### config.mk
export PLATFORM = sky130hd
export DESIGN_NAME = pli_ram
export DESIGN_NICKNAME = d
export VERILOG_FILES = /design/src/hw/rtl/pli_ram.sv
export SDC_FILE = /design/constraint.sdc
export NUM_CORES = 2
export LEC_CHECK = 0
export BUFFER_PORTS_ARGS = -buffer_cell sky130_fd_sc_hd__buf_2
export CORE_MARGIN = 1
export CORE_UTILIZATION = 54
export CTS_CLUSTER_SIZE = 30
export DETAILED_ROUTE_END_ITERATION = 10
export PLACE_DENSITY = 0.79
export REMOVE_ABC_BUFFERS = 1
export SLEW_MARGIN = 20
export SYNTH_ARGS = -nofsm -noshare
export SYNTH_HDL_FRONTEND = slang
export SYNTH_SLANG_ARGS = --single-unit
### constraint.sdc
create_clock -name clk -period 5.44 [get_ports clk]
set_input_delay 0.272 -clock clk [delete_from_list [all_inputs] [get_ports clk]]
set_output_delay 0.272 -clock clk [all_outputs]
set_load 0.02 [all_outputs]
### src/hw/rtl/pli_ram.sv
// Generic single-write, single-read RAM with a registered read port.
// No dependencies; used for the point time and point value tables.
`default_nettype none

module pli_ram #(
	parameter int WIDTH = 32,
	parameter int DEPTH = 64,
	localparam int AW = $clog2(DEPTH)
) (
	input  wire logic             clk,
	input  wire logic             we,
	input  wire logic [AW-1:0]    waddr,
	input  wire logic [WIDTH-1:0] wdata,
	input  wire logic [AW-1:0]    raddr,
	output logic      [WIDTH-1:0] rdata
);

	logic [WIDTH-1:0] mem_q [DEPTH];
	logic [WIDTH-1:0] rdata_q;

	// Write one word, and register one read word
	always_ff @(posedge clk) begin
		if (we) begin
			mem_q[waddr] <= wdata;
		end
		rdata_q <= mem_q[raddr];
	end

	assign rdata = rdata_q;

endmodule

`default_nettype wire

**After elaboration in Yosys (flattened, before gate mapping)**

Memory sizes are Yosys's and may differ from the RTL's. A register that Yosys moved wholly into a read port is not among the register bits.
Cells that the tools add are included.

- Flip-flop bits (word level): 0
- Memory bits (writable): 2048
- Input port bits: 46
- Output and inout bits: 32
- Word-level logic and storage cells: 3
- Memories: 1

- Multiplexer cells: 2

Memory list:

| memory | words | bits a word | rd ports | clocked after memory_dff | wr ports | line | RTL |
|---|---|---|---|---|---|---|---|
| mem_q | 64 | 32 | 1 | 1 | 1 | 18 | `logic [WIDTH-1:0] mem_q [DEPTH];` |

Operator list:

| operator | count |
|---|---|
| $mux W1 | 2 |

**Longest topological paths before layout**

- Depth after elaboration: 2
- Depth in mapped cells: 10
- Depth with buffers taken out: 5

**Least setup slack after synthesis**

Ideal clock, no wire load.

- Path kind: input-to-reg
- Start: input waddr[3]
- End: memory mem_q[48][0], enable pin
- Setup time: 0.461 ns
- Arrival time: 2.971 ns
- Data required time: 4.979 ns
- Path slack: 2.008 ns
- Stages: 4
- Buffers on the path: 1
- Cell sequence: clkbuf_1 nor2b_1 nand4b_1 nor3_1

RTL lines:

| item | line | RTL |
|---|---|---|
| start, declared | 12 | `input wire logic [AW-1:0] waddr,` |
| end, declared | 18 |  |

Straight into the memory's write port.

==> results_dict.tcl <==
set metrics [dict create \
    pwr_density_cell_nw_per_um2 370 \
    die_h_um 383 \
    cts_hold_buf 0 \
    vdd_ir_drop_max_mv 0.327 \
    post_synth_num_cell_types 34 \
    cts_setup_buffers 0 \
    clk_pin_slew_ns 0.06 \
    grt_setup_unrepaired "no" \
    portBuffers 77 \
    grt_pass1_vias 39100 \
    wire_per_inst_um 36.1 \
    finalCriticalPeriod_ns 2.80 \
    status "complete, but fails checks" \
    syn2layout_area_growth_pct 12.3 \
    finalCritPeriodShare 0.514 \
    reg2reg_depth 5 \
    cts_resized 0 \
    ant_nets 0 \
    fillers 9120 \
    maxSlewViolCount 0 \
    clock-root-buffer "clkbuf_16" \
    leakagePower_nw 27.3 \
    routabilityCongestion 0.843 \
    cts_made_buffers 189 \
    cp_data_arrival_time_ns 3.47 \
    seq_area_frac_synth 0.791 \
    crit_path_end_kind "flip-flop" \
    cts_tree "yes" \
    vias 38200 \
    syn-cell-area_um2 78500 \
    timing.rr.end "rdata[9]$_DFF_P_" \
    cts_sinks 2080 \
    grt-ovfl-total 0 \
    antenna_found_initial 7 \
    tns_ns 0 \
    wl_um 202000 \
    ys_warn_count 0 \
    start_util 0.545 \
    maxCapViolations 0 \
    avgSynthCellArea_um2 23.6 \
    post-place-cells 5237 \
    firstDrtPassIters 9 \
    endpoint "rdata[1]$_DFF_P_" \
    cp-startpoint "raddr[0]" \
    grtUsageTotal 0.277 \
    reg2reg_from "mem_q[55][9]$_DFFE_PP_" \
    crit_path_start_kind "primary input" \
    dp_hpwl_um 104000 \
    clk_latency_ns 0.83 \
    violations "DRC" \
    clockBufferDepth 3 \
    ioPinCount 78 \
    r2r_slack_ns 3.16 \
    synth_seq_cells 2080 \
    fmax_ghz 0.358 \
    crit_required_ns 6.11 \
    hold_path_class "in2reg" \
    setup_viol 0 \
    crit_path_max_fanout 61 \
    finalHoldViolCount 0 \
    vias_per_cell 6.84 \
    worstSetupPathType "in2reg" \
    worst_slew_pin_slew_ns 1.19 \
    relSlewSlack 0.205 \
    die_w_um 383 \
    final_cells 5590 \
    syn_inst 3324 \
    core_um2 144000 \
    layout-drive-gt1-share 0.290 \
    drc 12 \
    rows 139 \
    grt_max_degree 105 \
    initialDrtViolationCount 5889 \
    grt_pass1_wl_um 284000 \
    htreeDepth 4 \
    skew_ns 0.0289 \
    die_area_um2 147000 \
    final_nets 3572 \
]
-- area by class of cell --
type	instances	area, um2	share of cell area
repair buffers	193	1590	0.0180
diodes	3	7.51	0.0000852
multi-input cells	1062	16000	0.181
flip-flops and latches	2080	62100	0.705
well taps	1903	2380	0.0270
clock buffers	251	5160	0.0585
clock inverters	98	915	0.0104
-- worst max-delay path, cell delays in order --
cell and delay (ns):
buf_8 0.54, buf_4 0.38, nand3b_1 0.67, o221ai_1 0.45, a21oi_1 0.12, a21oi_1 0.69, nor2_1 0.13
-- cell families after synthesis --
group           synth area share
buf+inv                   0.0113
simple gates              0.0127
flops                      0.791
compound gates            0.0167
mux                        0.168
-- power breakdown --
group	switching, mW	internal [mW]
sequential	0.0764	17.7
clock	5.75	7.46
combinational	1.04	0.591
-- sequential cells by signal (all words and copies together) (netlist names) --
signal	count
rdata	32
mem_q	2048
-- Yosys cell counts (all sizes together) --
| cell | number | area, um2 |
|---|---|---|
| nand2 | 26 | 97.6 |
| a31oi | 1 | 6.26 |
| edfxtp | 2048 | 61500 |
| nand3b | 5 | 37.5 |
| nor2b | 15 | 93.8 |
| a22oi | 12 | 90.1 |
| nand3 | 5 | 25.0 |
| nor3 | 7 | 35.0 |
| a21oi | 62 | 310 |
| nand2b | 8 | 50.1 |
| a311oi | 8 | 70.1 |
| and3 | 4 | 25.0 |
| mux2i | 93 | 931 |
| o221ai | 27 | 236 |
| dfxtp | 32 | 641 |
| clkbuf | 74 | 278 |
| nand4b | 1 | 8.76 |
| and2 | 2 | 12.5 |
| nor2 | 137 | 514 |
| buf | 108 | 608 |
| or3 | 3 | 18.8 |
| a41o | 4 | 40.0 |
| or2 | 3 | 18.8 |
| o22ai | 84 | 526 |
| o32ai | 4 | 35.0 |
| or3b | 5 | 43.8 |
| nand4 | 2 | 12.5 |
| mux4 | 544 | 12300 |
-- worst min path at each step --
stage | from | end | slack, ns | cells after the start
floorplan | wdata[0] | mem_q[0][0]$_DFFE_PP_ | 0.37 | 0
global placement | rdata[31]$_DFF_P_ | rdata[31] | 0.69 | 1
detailed placement | rdata[3]$_DFF_P_ | rdata[3] | 0.69 | 1
CTS | raddr[4] | rdata[26]$_DFF_P_ | 0.12 | 3
global route | wdata[11] | mem_q[61][11]$_DFFE_PP_ | 0.009 | 1
finish | wdata[2] | mem_q[14][2]$_DFFE_PP_ | 0.003 | 1
-- placed cells by master (no fill, tap or decap), types with 32 or more instances in the layout --
cell       netlist  routed
clkbuf_16        0     193
buf_2           57      47
buf_4           25     125
dfxtp_1         32      32
mux2i_1         93      93
mux4_2         544     544
a21oi_1         62      62
o22ai_1         84      84
clkinv_1         0      38
clkbuf_1        74      47
nor2_4           0      62
nor2_1         137      75
edfxtp_1      2048    2048
-- routing by layer --
layer  global-route usage  up-vias  share of wire
met1                0.368    19900           0.34
met4                0.122        8          0.048
met2                0.442     3113           0.49
met5                    0        -        0.00022
met3               0.0658      571           0.12
li1                     -    14700              -
-- stage by stage --
step / power [mW] / cell area (um2) / hold WS, ns / worst slack, ns / utilization
floorplan: 18.8 / 77600 / 0.371 / 2.16 / -
global placement: 19.7 / 82000 / 0.691 / 1.96 / 0.569
detailed placement: 19.7 / 82000 / 0.690 / 1.88 / 0.569
CTS: 32.7 / 88100 / 0.116 / 2.74 / 0.611
global route: 33.3 / 88100 / 0.00879 / 2.61 / 0.612
finish: 32.7 / 88200 / 0.00341 / 2.64 / 0.612
Power figures use the tool's default switching activity.
