### src/hw/rtl/pli_pkg.sv
// Shared types and sizes for the piecewise linear interpolator.
// No dependencies; pli_div, the top level and pli_checker import it.
`default_nettype none

package pli_pkg;

	// Table and field sizes
	localparam int MAX_POINTS = 64;
	localparam int TIME_BITS  = 32;
	localparam int VALUE_BITS = 32;
	localparam int IDX_BITS   = $clog2(MAX_POINTS);
	localparam int CNT_BITS   = 7;

	// Divider sizes: offset times value step, quotient no wider than the step
	localparam int PROD_BITS  = TIME_BITS + VALUE_BITS + 1;
	localparam int STEP_BITS  = $clog2(PROD_BITS + 1);

	typedef enum logic {
		ACT_LOAD = 1'b0,
		ACT_EVAL = 1'b1
	} action_t;

	typedef enum logic [1:0] {
		REGION_BEFORE  = 2'd0,
		REGION_INTERP  = 2'd1,
		REGION_AFTER   = 2'd2,
		REGION_NOMATCH = 2'd3
	} region_t;

	typedef enum logic [2:0] {
		ST_IDLE,
		ST_RD_FIRST,
		ST_RD_LAST,
		ST_CHECK,
		ST_SCAN,
		ST_MUL,
		ST_DIV,
		ST_DONE
	} state_t;

	// Divider status seen by the sequencer
	typedef struct packed {
		logic busy;
		logic done;
	} pli_div_stat_t;

endpackage

`default_nettype wire

### src/hw/rtl/pli_div.sv
// Restoring divider, one quotient bit per cycle, for the interpolation step.
// Depends on pli_pkg for the operand widths and the status struct.
`default_nettype none

module pli_div import pli_pkg::*; (
	input  wire logic                  clk,
	input  wire logic                  arst_n,
	input  wire logic                  start,
	input  wire logic [PROD_BITS-1:0]  dividend,
	input  wire logic [TIME_BITS-1:0]  divisor,
	output pli_div_stat_t              stat,
	output logic      [VALUE_BITS-1:0] quotient
);

	logic                 busy_q;
	logic                 done_q;
	logic [STEP_BITS-1:0] cnt_q;
	logic [PROD_BITS-1:0] num_q;
	logic [TIME_BITS-1:0] den_q;
	logic [TIME_BITS-1:0] rem_q;
	logic [VALUE_BITS-1:0] quo_q;

	logic [TIME_BITS:0]   rem_sh;
	logic [TIME_BITS:0]   rem_sub;
	logic                 fits;
	logic                 last_step;

	// Shift in the next dividend bit and try one subtraction
	always_comb begin
		rem_sh    = {rem_q, num_q[PROD_BITS-1]};
		rem_sub   = rem_sh - {1'b0, den_q};
		fits      = rem_sh >= {1'b0, den_q};
		last_step = (cnt_q == STEP_BITS'(1));
	end

	// Control: count down the steps, pulse done after the last one
	always_ff @(posedge clk or negedge arst_n) begin
		if (!arst_n) begin
			busy_q <= 1'b0;
			done_q <= 1'b0;
			cnt_q  <= '0;
		end else begin
			done_q <= busy_q && last_step;
			if (start) begin
				busy_q <= 1'b1;
				cnt_q  <= STEP_BITS'(PROD_BITS);
			end else if (busy_q) begin
				cnt_q <= cnt_q - 1'b1;
				if (last_step) begin
					busy_q <= 1'b0;
				end
			end
		end
	end

	// Datapath: remainder stays below the divisor, upper quotient bits are zero
	always_ff @(posedge clk) begin
		if (start) begin
			num_q <= dividend;
			den_q <= divisor;
			rem_q <= '0;
			quo_q <= '0;
		end else if (busy_q) begin
			num_q <= {num_q[PROD_BITS-2:0], 1'b0};
			rem_q <= fits ? rem_sub[TIME_BITS-1:0] : rem_sh[TIME_BITS-1:0];
			quo_q <= {quo_q[VALUE_BITS-2:0], fits};
		end
	end

	assign stat.busy = busy_q;
	assign stat.done = done_q;
	assign quotient  = quo_q;

endmodule

`default_nettype wire

### config.mk
export PLATFORM = sky130hd
export DESIGN_NAME = pli_div
export DESIGN_NICKNAME = d
export VERILOG_FILES = /design/src/hw/rtl/pli_pkg.sv /design/src/hw/rtl/pli_div.sv
export SDC_FILE = /design/constraint.sdc
export NUM_CORES = 1
export LEC_CHECK = 0
export BUFFER_PORTS_ARGS = -buffer_cell sky130_fd_sc_hd__buf_2
export CORE_UTILIZATION = 27
export CTS_BUF_LIST = sky130_fd_sc_hd__clkbuf_2 sky130_fd_sc_hd__clkbuf_4 sky130_fd_sc_hd__clkbuf_8
export DETAILED_ROUTE_END_ITERATION = 8
export PLACE_DENSITY = 0.48
export SYNTH_ARGS = -nofsm -noshare
export SYNTH_HDL_FRONTEND = slang
export SYNTH_SLANG_ARGS = --single-unit
export TNS_END_PERCENT = 10
### constraint.sdc
create_clock -name clk -period 3 [get_ports clk]
set_clock_uncertainty 0.05 [all_clocks]
set_input_delay 0 -clock clk [delete_from_list [all_inputs] [get_ports clk]]
set_output_delay 0 -clock clk [all_outputs]
set_load 0.02 [all_outputs]
* After elaboration in Yosys (flattened, before gate mapping)
Index checks and enable logic that the tools add are counted.
Storage, ports and cells: register bits 170, output and inout port bits 34, word-level logic and storage cells 21
Operators by class: add/subtract/negate cells 2, magnitude comparators 1, equality and inequality tests 1, multiplexer cells 8, reductions and logical operators 2
Operators with widths (number):
- 65-bit two-way mux | 2
- 33-bit by 32-bit greater-or-equal comparator with 1-bit output | 1
- 32-bit two-way mux | 1
- 32-bit subtractor | 1
- 7-bit two-way mux | 2
- 7-bit by 1-bit == test with 1-bit output, second input constant | 1
- 7-bit by 1-bit subtractor with 7-bit output, second input constant | 1
- 1-bit two-way mux | 3
- 2-bit nonzero test | 1
- 1-bit logical AND | 1

* Depth between registers and ports, before layout
depth after elaboration 4, mapped depth 13, mapped depth without buffers 12

* Worst setup path after synthesis
No wires, ideal clock.
path type register to register, from reg den_q[1], to reg rem_q[16], library setup time 0.128 ns, arrival 2.584 ns, required time 2.822 ns, slack 0.239 ns, stages on the path, launching flop included 13, period minus slack after synthesis 2.761 ns, path through edfxtp_1 > inv_1 > ha_1 > nor2b_1 > o2111ai_1 > a21boi_4 > o31ai_4 > a211oi_2 > nor3b_2 > buf_4 > mux2_2 > mux2i_1 > nor2_1
On the way: cells in the longest elaborated chain, start to end 2
RTL lines:
- start, declared | line pli_div.sv:19 | logic [TIME_BITS-1:0] den_q;
- start signal, assigned | line pli_div.sv:60 | den_q <= divisor;
- 32-bit subtractor / 33-bit by 32-bit greater-or-equal comparator with 1-bit output (equally long branches) | line pli_div.sv:31, pli_div.sv:32
- 32-bit two-way mux * | line pli_div.sv:65 | rem_q <= fits ? rem_sub[TIME_BITS-1:0] : rem_sh[TIME_BITS-1:0];
- end signal, assigned | line pli_div.sv:65
- end, declared | line pli_div.sv:20 | logic [TIME_BITS-1:0] rem_q;
Every way passes the cells marked *; elsewhere a longest branch is shown, timed or not. A chain may end at the register's enable or synchronous reset.

* Worst setup path in the final report
from reg num_q[64], to reg rem_q[16]
On the way: cells in the longest elaborated chain, start to end 2
RTL lines:
- start, declared | line pli_div.sv:18 | logic [PROD_BITS-1:0] num_q;
- start signal, assigned | line pli_div.sv:59 | num_q <= dividend;
- start signal, assigned | line pli_div.sv:64 | num_q <= {num_q[PROD_BITS-2:0], 1'b0};
- 32-bit subtractor / 33-bit by 32-bit greater-or-equal comparator with 1-bit output (equally long branches) | line pli_div.sv:31, pli_div.sv:32
- 32-bit two-way mux * | line pli_div.sv:65
Marks and branches as above.

==> results.sh <==
export IMPL_status="complete, no violations"
export IMPL_place_area_um2=9760
export IMPL_grtUsageTotal=0.129
export IMPL_internal_power_w=0.00564
export IMPL_crit_type="register to register"
export IMPL_layout_common_cells="132 x buf_2, 99 x dlygate4sd3_1, 97 x edfxtp_1"
export IMPL_final_common_cell="buf_2"
export IMPL_first_pass_iters=5
export IMPL_final_util=0.370
export IMPL_setup_violations=0
export IMPL_min_path_type="primary input to register"
export IMPL_stdcell_count=1419
export IMPL_cts_tree="done"
export IMPL_critPathRequiredTime_ps=3290
export IMPL_htreeDepth=4
export IMPL_r2r_slack_ps=120
export IMPL_worstRegToRegCells=13
export IMPL_syn_area_um2=8550
export IMPL_viasPerCell=4.53
export IMPL_rsz0062_at_grt="yes"
export IMPL_ys_ff_latch=170
export IMPL_port_buffers=133
export IMPL_ant_nets=0
export IMPL_synth_fp_nets=899
export IMPL_cts_sinks=170
export IMPL_grt_max_degree=173
export IMPL_worst_hold_path_num_cells=3
export IMPL_fin_crit_sh=0.959
export IMPL_grt_pass1_wl_mm=33.6
export IMPL_detail_route_iter0_violations=280
export IMPL_io_pin_count=134
export IMPL_cap_violations=0
export IMPL_gp_congestion=0.827
export IMPL_total_leakage_power_nw=5.02
export IMPL_antenna_found_initial=1
export IMPL_grt_pass1_vias=6554
export IMPL_p_per_area_nw_per_um2=759
export IMPL_routed_wl_mm=20.4
export IMPL_clk_pin_slew_ps=100
export IMPL_synth_ff_type="edfxtp_1"
export IMPL_maxSlewHeadroom=0.306
export IMPL_syn_area_per_cell_um2=11.2
export IMPL_initial_core_util=0.277
export IMPL_min_to="rem_q[16]"
export IMPL_yosys_warnings=0
export IMPL_synthArstFlopShare=0.0529
export IMPL_tightest_slew_ps=1040
export IMPL_cts_buffer_depth=2
export IMPL_clock_latency_ps=490
export IMPL_area_delta_synth_final_pct=33.8
export IMPL_netlist_instances=764
export IMPL_fillers=3156
export IMPL_min_from="start"
export IMPL_synth_seq_area_share=0.517
export IMPL_die_y_um=180
export IMPL_dpl_hpwl_mm=13.2
export IMPL_vias=6435
export IMPL_max_freq_mhz=348
export IMPL_synth_edf_count=97
export IMPL_hold_viol=0
export IMPL_drive_above_1_share=0.295
export IMPL_placed_cells=1280
export IMPL_combPwrFrac=0.413
export IMPL_switching_power_w=0.00304
export IMPL_multi_input_area_um2=3960
export IMPL_total_power_w=0.00868
export IMPL_fp_dieW_um=180
export IMPL_power_frac_seq=0.372
export IMPL_stdcell_area_um2=11400
export IMPL_end_kind="register"
export IMPL_synth_distinct_cells=61
export IMPL_start_kind="register"
export IMPL_p_clk_frac=0.215
export IMPL_cts_root_buf="clkbuf_8"
export IMPL_overflow=0
export IMPL_swShare=0.351
export IMPL_die_area_um2=32400
export IMPL_row_count=64
export IMPL_drc=0
export IMPL_fin_crit_ps=2880
export IMPL_register_area_um2=4420
export IMPL_worstPathMaxFanout=3
export IMPL_wl_per_cell_um=14.3
export IMPL_cts_buffers=17
export IMPL_tns_ps=0
export IMPL_regToRegEndpoint="rem_q[16]"
export IMPL_core_area_um2=30900
export IMPL_finalMaxSlewViolations=0
export IMPL_worstReg2RegStart="num_q[64]"
export IMPL_ir_drop_uv=283
export IMPL_worstPathArrival_ps=3170
export IMPL_fin_nets=1144
-- cell usage after synthesis (11+ instances only) --
library cell / number / share of area
xnor2_1: 22 / 0.023
nand2_1: 26 / 0.011
clkbuf_1: 21 / 0.0092
nor2_1: 91 / 0.040
nor3_1: 14 / 0.0082
edfxtp_1: 97 / 0.34
inv_1: 42 / 0.018
a211oi_1: 29 / 0.025
dfxtp_1: 64 / 0.15
and3_1: 11 / 0.0080
ha_1: 34 / 0.050
a21oi_1: 52 / 0.030
mux2i_1: 44 / 0.051
o21ai_0: 14 / 0.0082
a21o_1: 12 / 0.011
mux2_2: 65 / 0.086
-- sequential cells by signal, summed over array words and instances, names as in the netlist --
| register | flops |
|---|---|
| busy_q | 1 |
| cnt_q | 7 |
| den_q | 32 |
| done_q | 1 |
| num_q | 65 |
| quotient | 32 |
| rem_q | 32 |
-- per-stage QoR --
| step | hold slack, ps | setup slack [ps] |
|---|---|---|
| 2_1_floorplan | -346 | 239 |
| 3_3_place_gp | -179 | -31.0 |
| 3_5_place_dp | -182 | -37.7 |
| 4_1_cts | 116 | 3.19 |
| 5_1_grt | 141 | -48.8 |
| 6_report | 132 | 124 |
-- final cells by class --
cell class	count	area share
antenna	1	0.000219
clock buffer	17	0.0204
clock inverter	15	0.0179
inverter	42	0.0138
multi-input combinational	512	0.346
sequential	170	0.387
tap	396	0.0433
timing repair buffer	266	0.172
-- repair_timing --
action,4_1_cts,5_1_grt
resized for setup,0,33
hold endpoints to repair,106,0
cloned,0,1
endpoints found under the setup margin,2,32
pin swaps,1,11
hold buffers,99,0
setup buffers,0,6
-- worst max-delay path, stage by stage, from the launching register on --
cell and delay, ps:
edfxtp_1 390, inv_1 70, ha_2 200, fa_2 220, nor2b_2 50, o211ai_1 290
a31oi_2 170, a2111oi_4 420, a21boi_2 130, buf_4 160, xor2_1 140, mux2_2 260
mux2i_1 140, nor2_1 60
-- worst max-delay path by stage --
stage                     startpoint        end  slack [ps]  cells past startpoint
after global routing       num_q[64]  rem_q[20]         -50                     13
after CTS                  num_q[64]  rem_q[20]           3                     13
final                      num_q[64]  rem_q[16]         120                     13
after detailed placement   num_q[64]  rem_q[20]         -40                     13
after global placement     num_q[64]  rem_q[20]         -30                     13
after floorplan             den_q[1]  rem_q[16]         240                     12
-- logic make-up after synthesis --
| family | share of synthesized area |
|---|---|
| adder cells (fa/ha/maj) | 0.0521 |
| buffers and inverters | 0.0417 |
| AND/OR/NAND/NOR | 0.105 |
| multiplexers | 0.137 |
| AO/OA/AOI/OAI | 0.117 |
| flip-flops | 0.517 |
| XOR/XNOR | 0.0307 |
-- power by group through the flow --
stage	clock, W	sequential [W]	combinational [W]
2_1_floorplan	0	0.00320	0.00246
3_5_place_dp	0	0.00327	0.00317
6_report	0.00187	0.00323	0.00359
3_3_place_gp	0	0.00327	0.00316
5_1_grt	0.00202	0.00329	0.00399
4_1_cts	0.00195	0.00323	0.00330
-- per-layer routing --
layer  up-vias  track usage  wire, um
met5         -            0         0
met4         0       0.0441       324
met3        18       0.0357       953
met2       133        0.200      8790
met1      3022        0.173     10300
li1       3262            -         -
No activity file was read; power rests on OpenSTA's default activity.
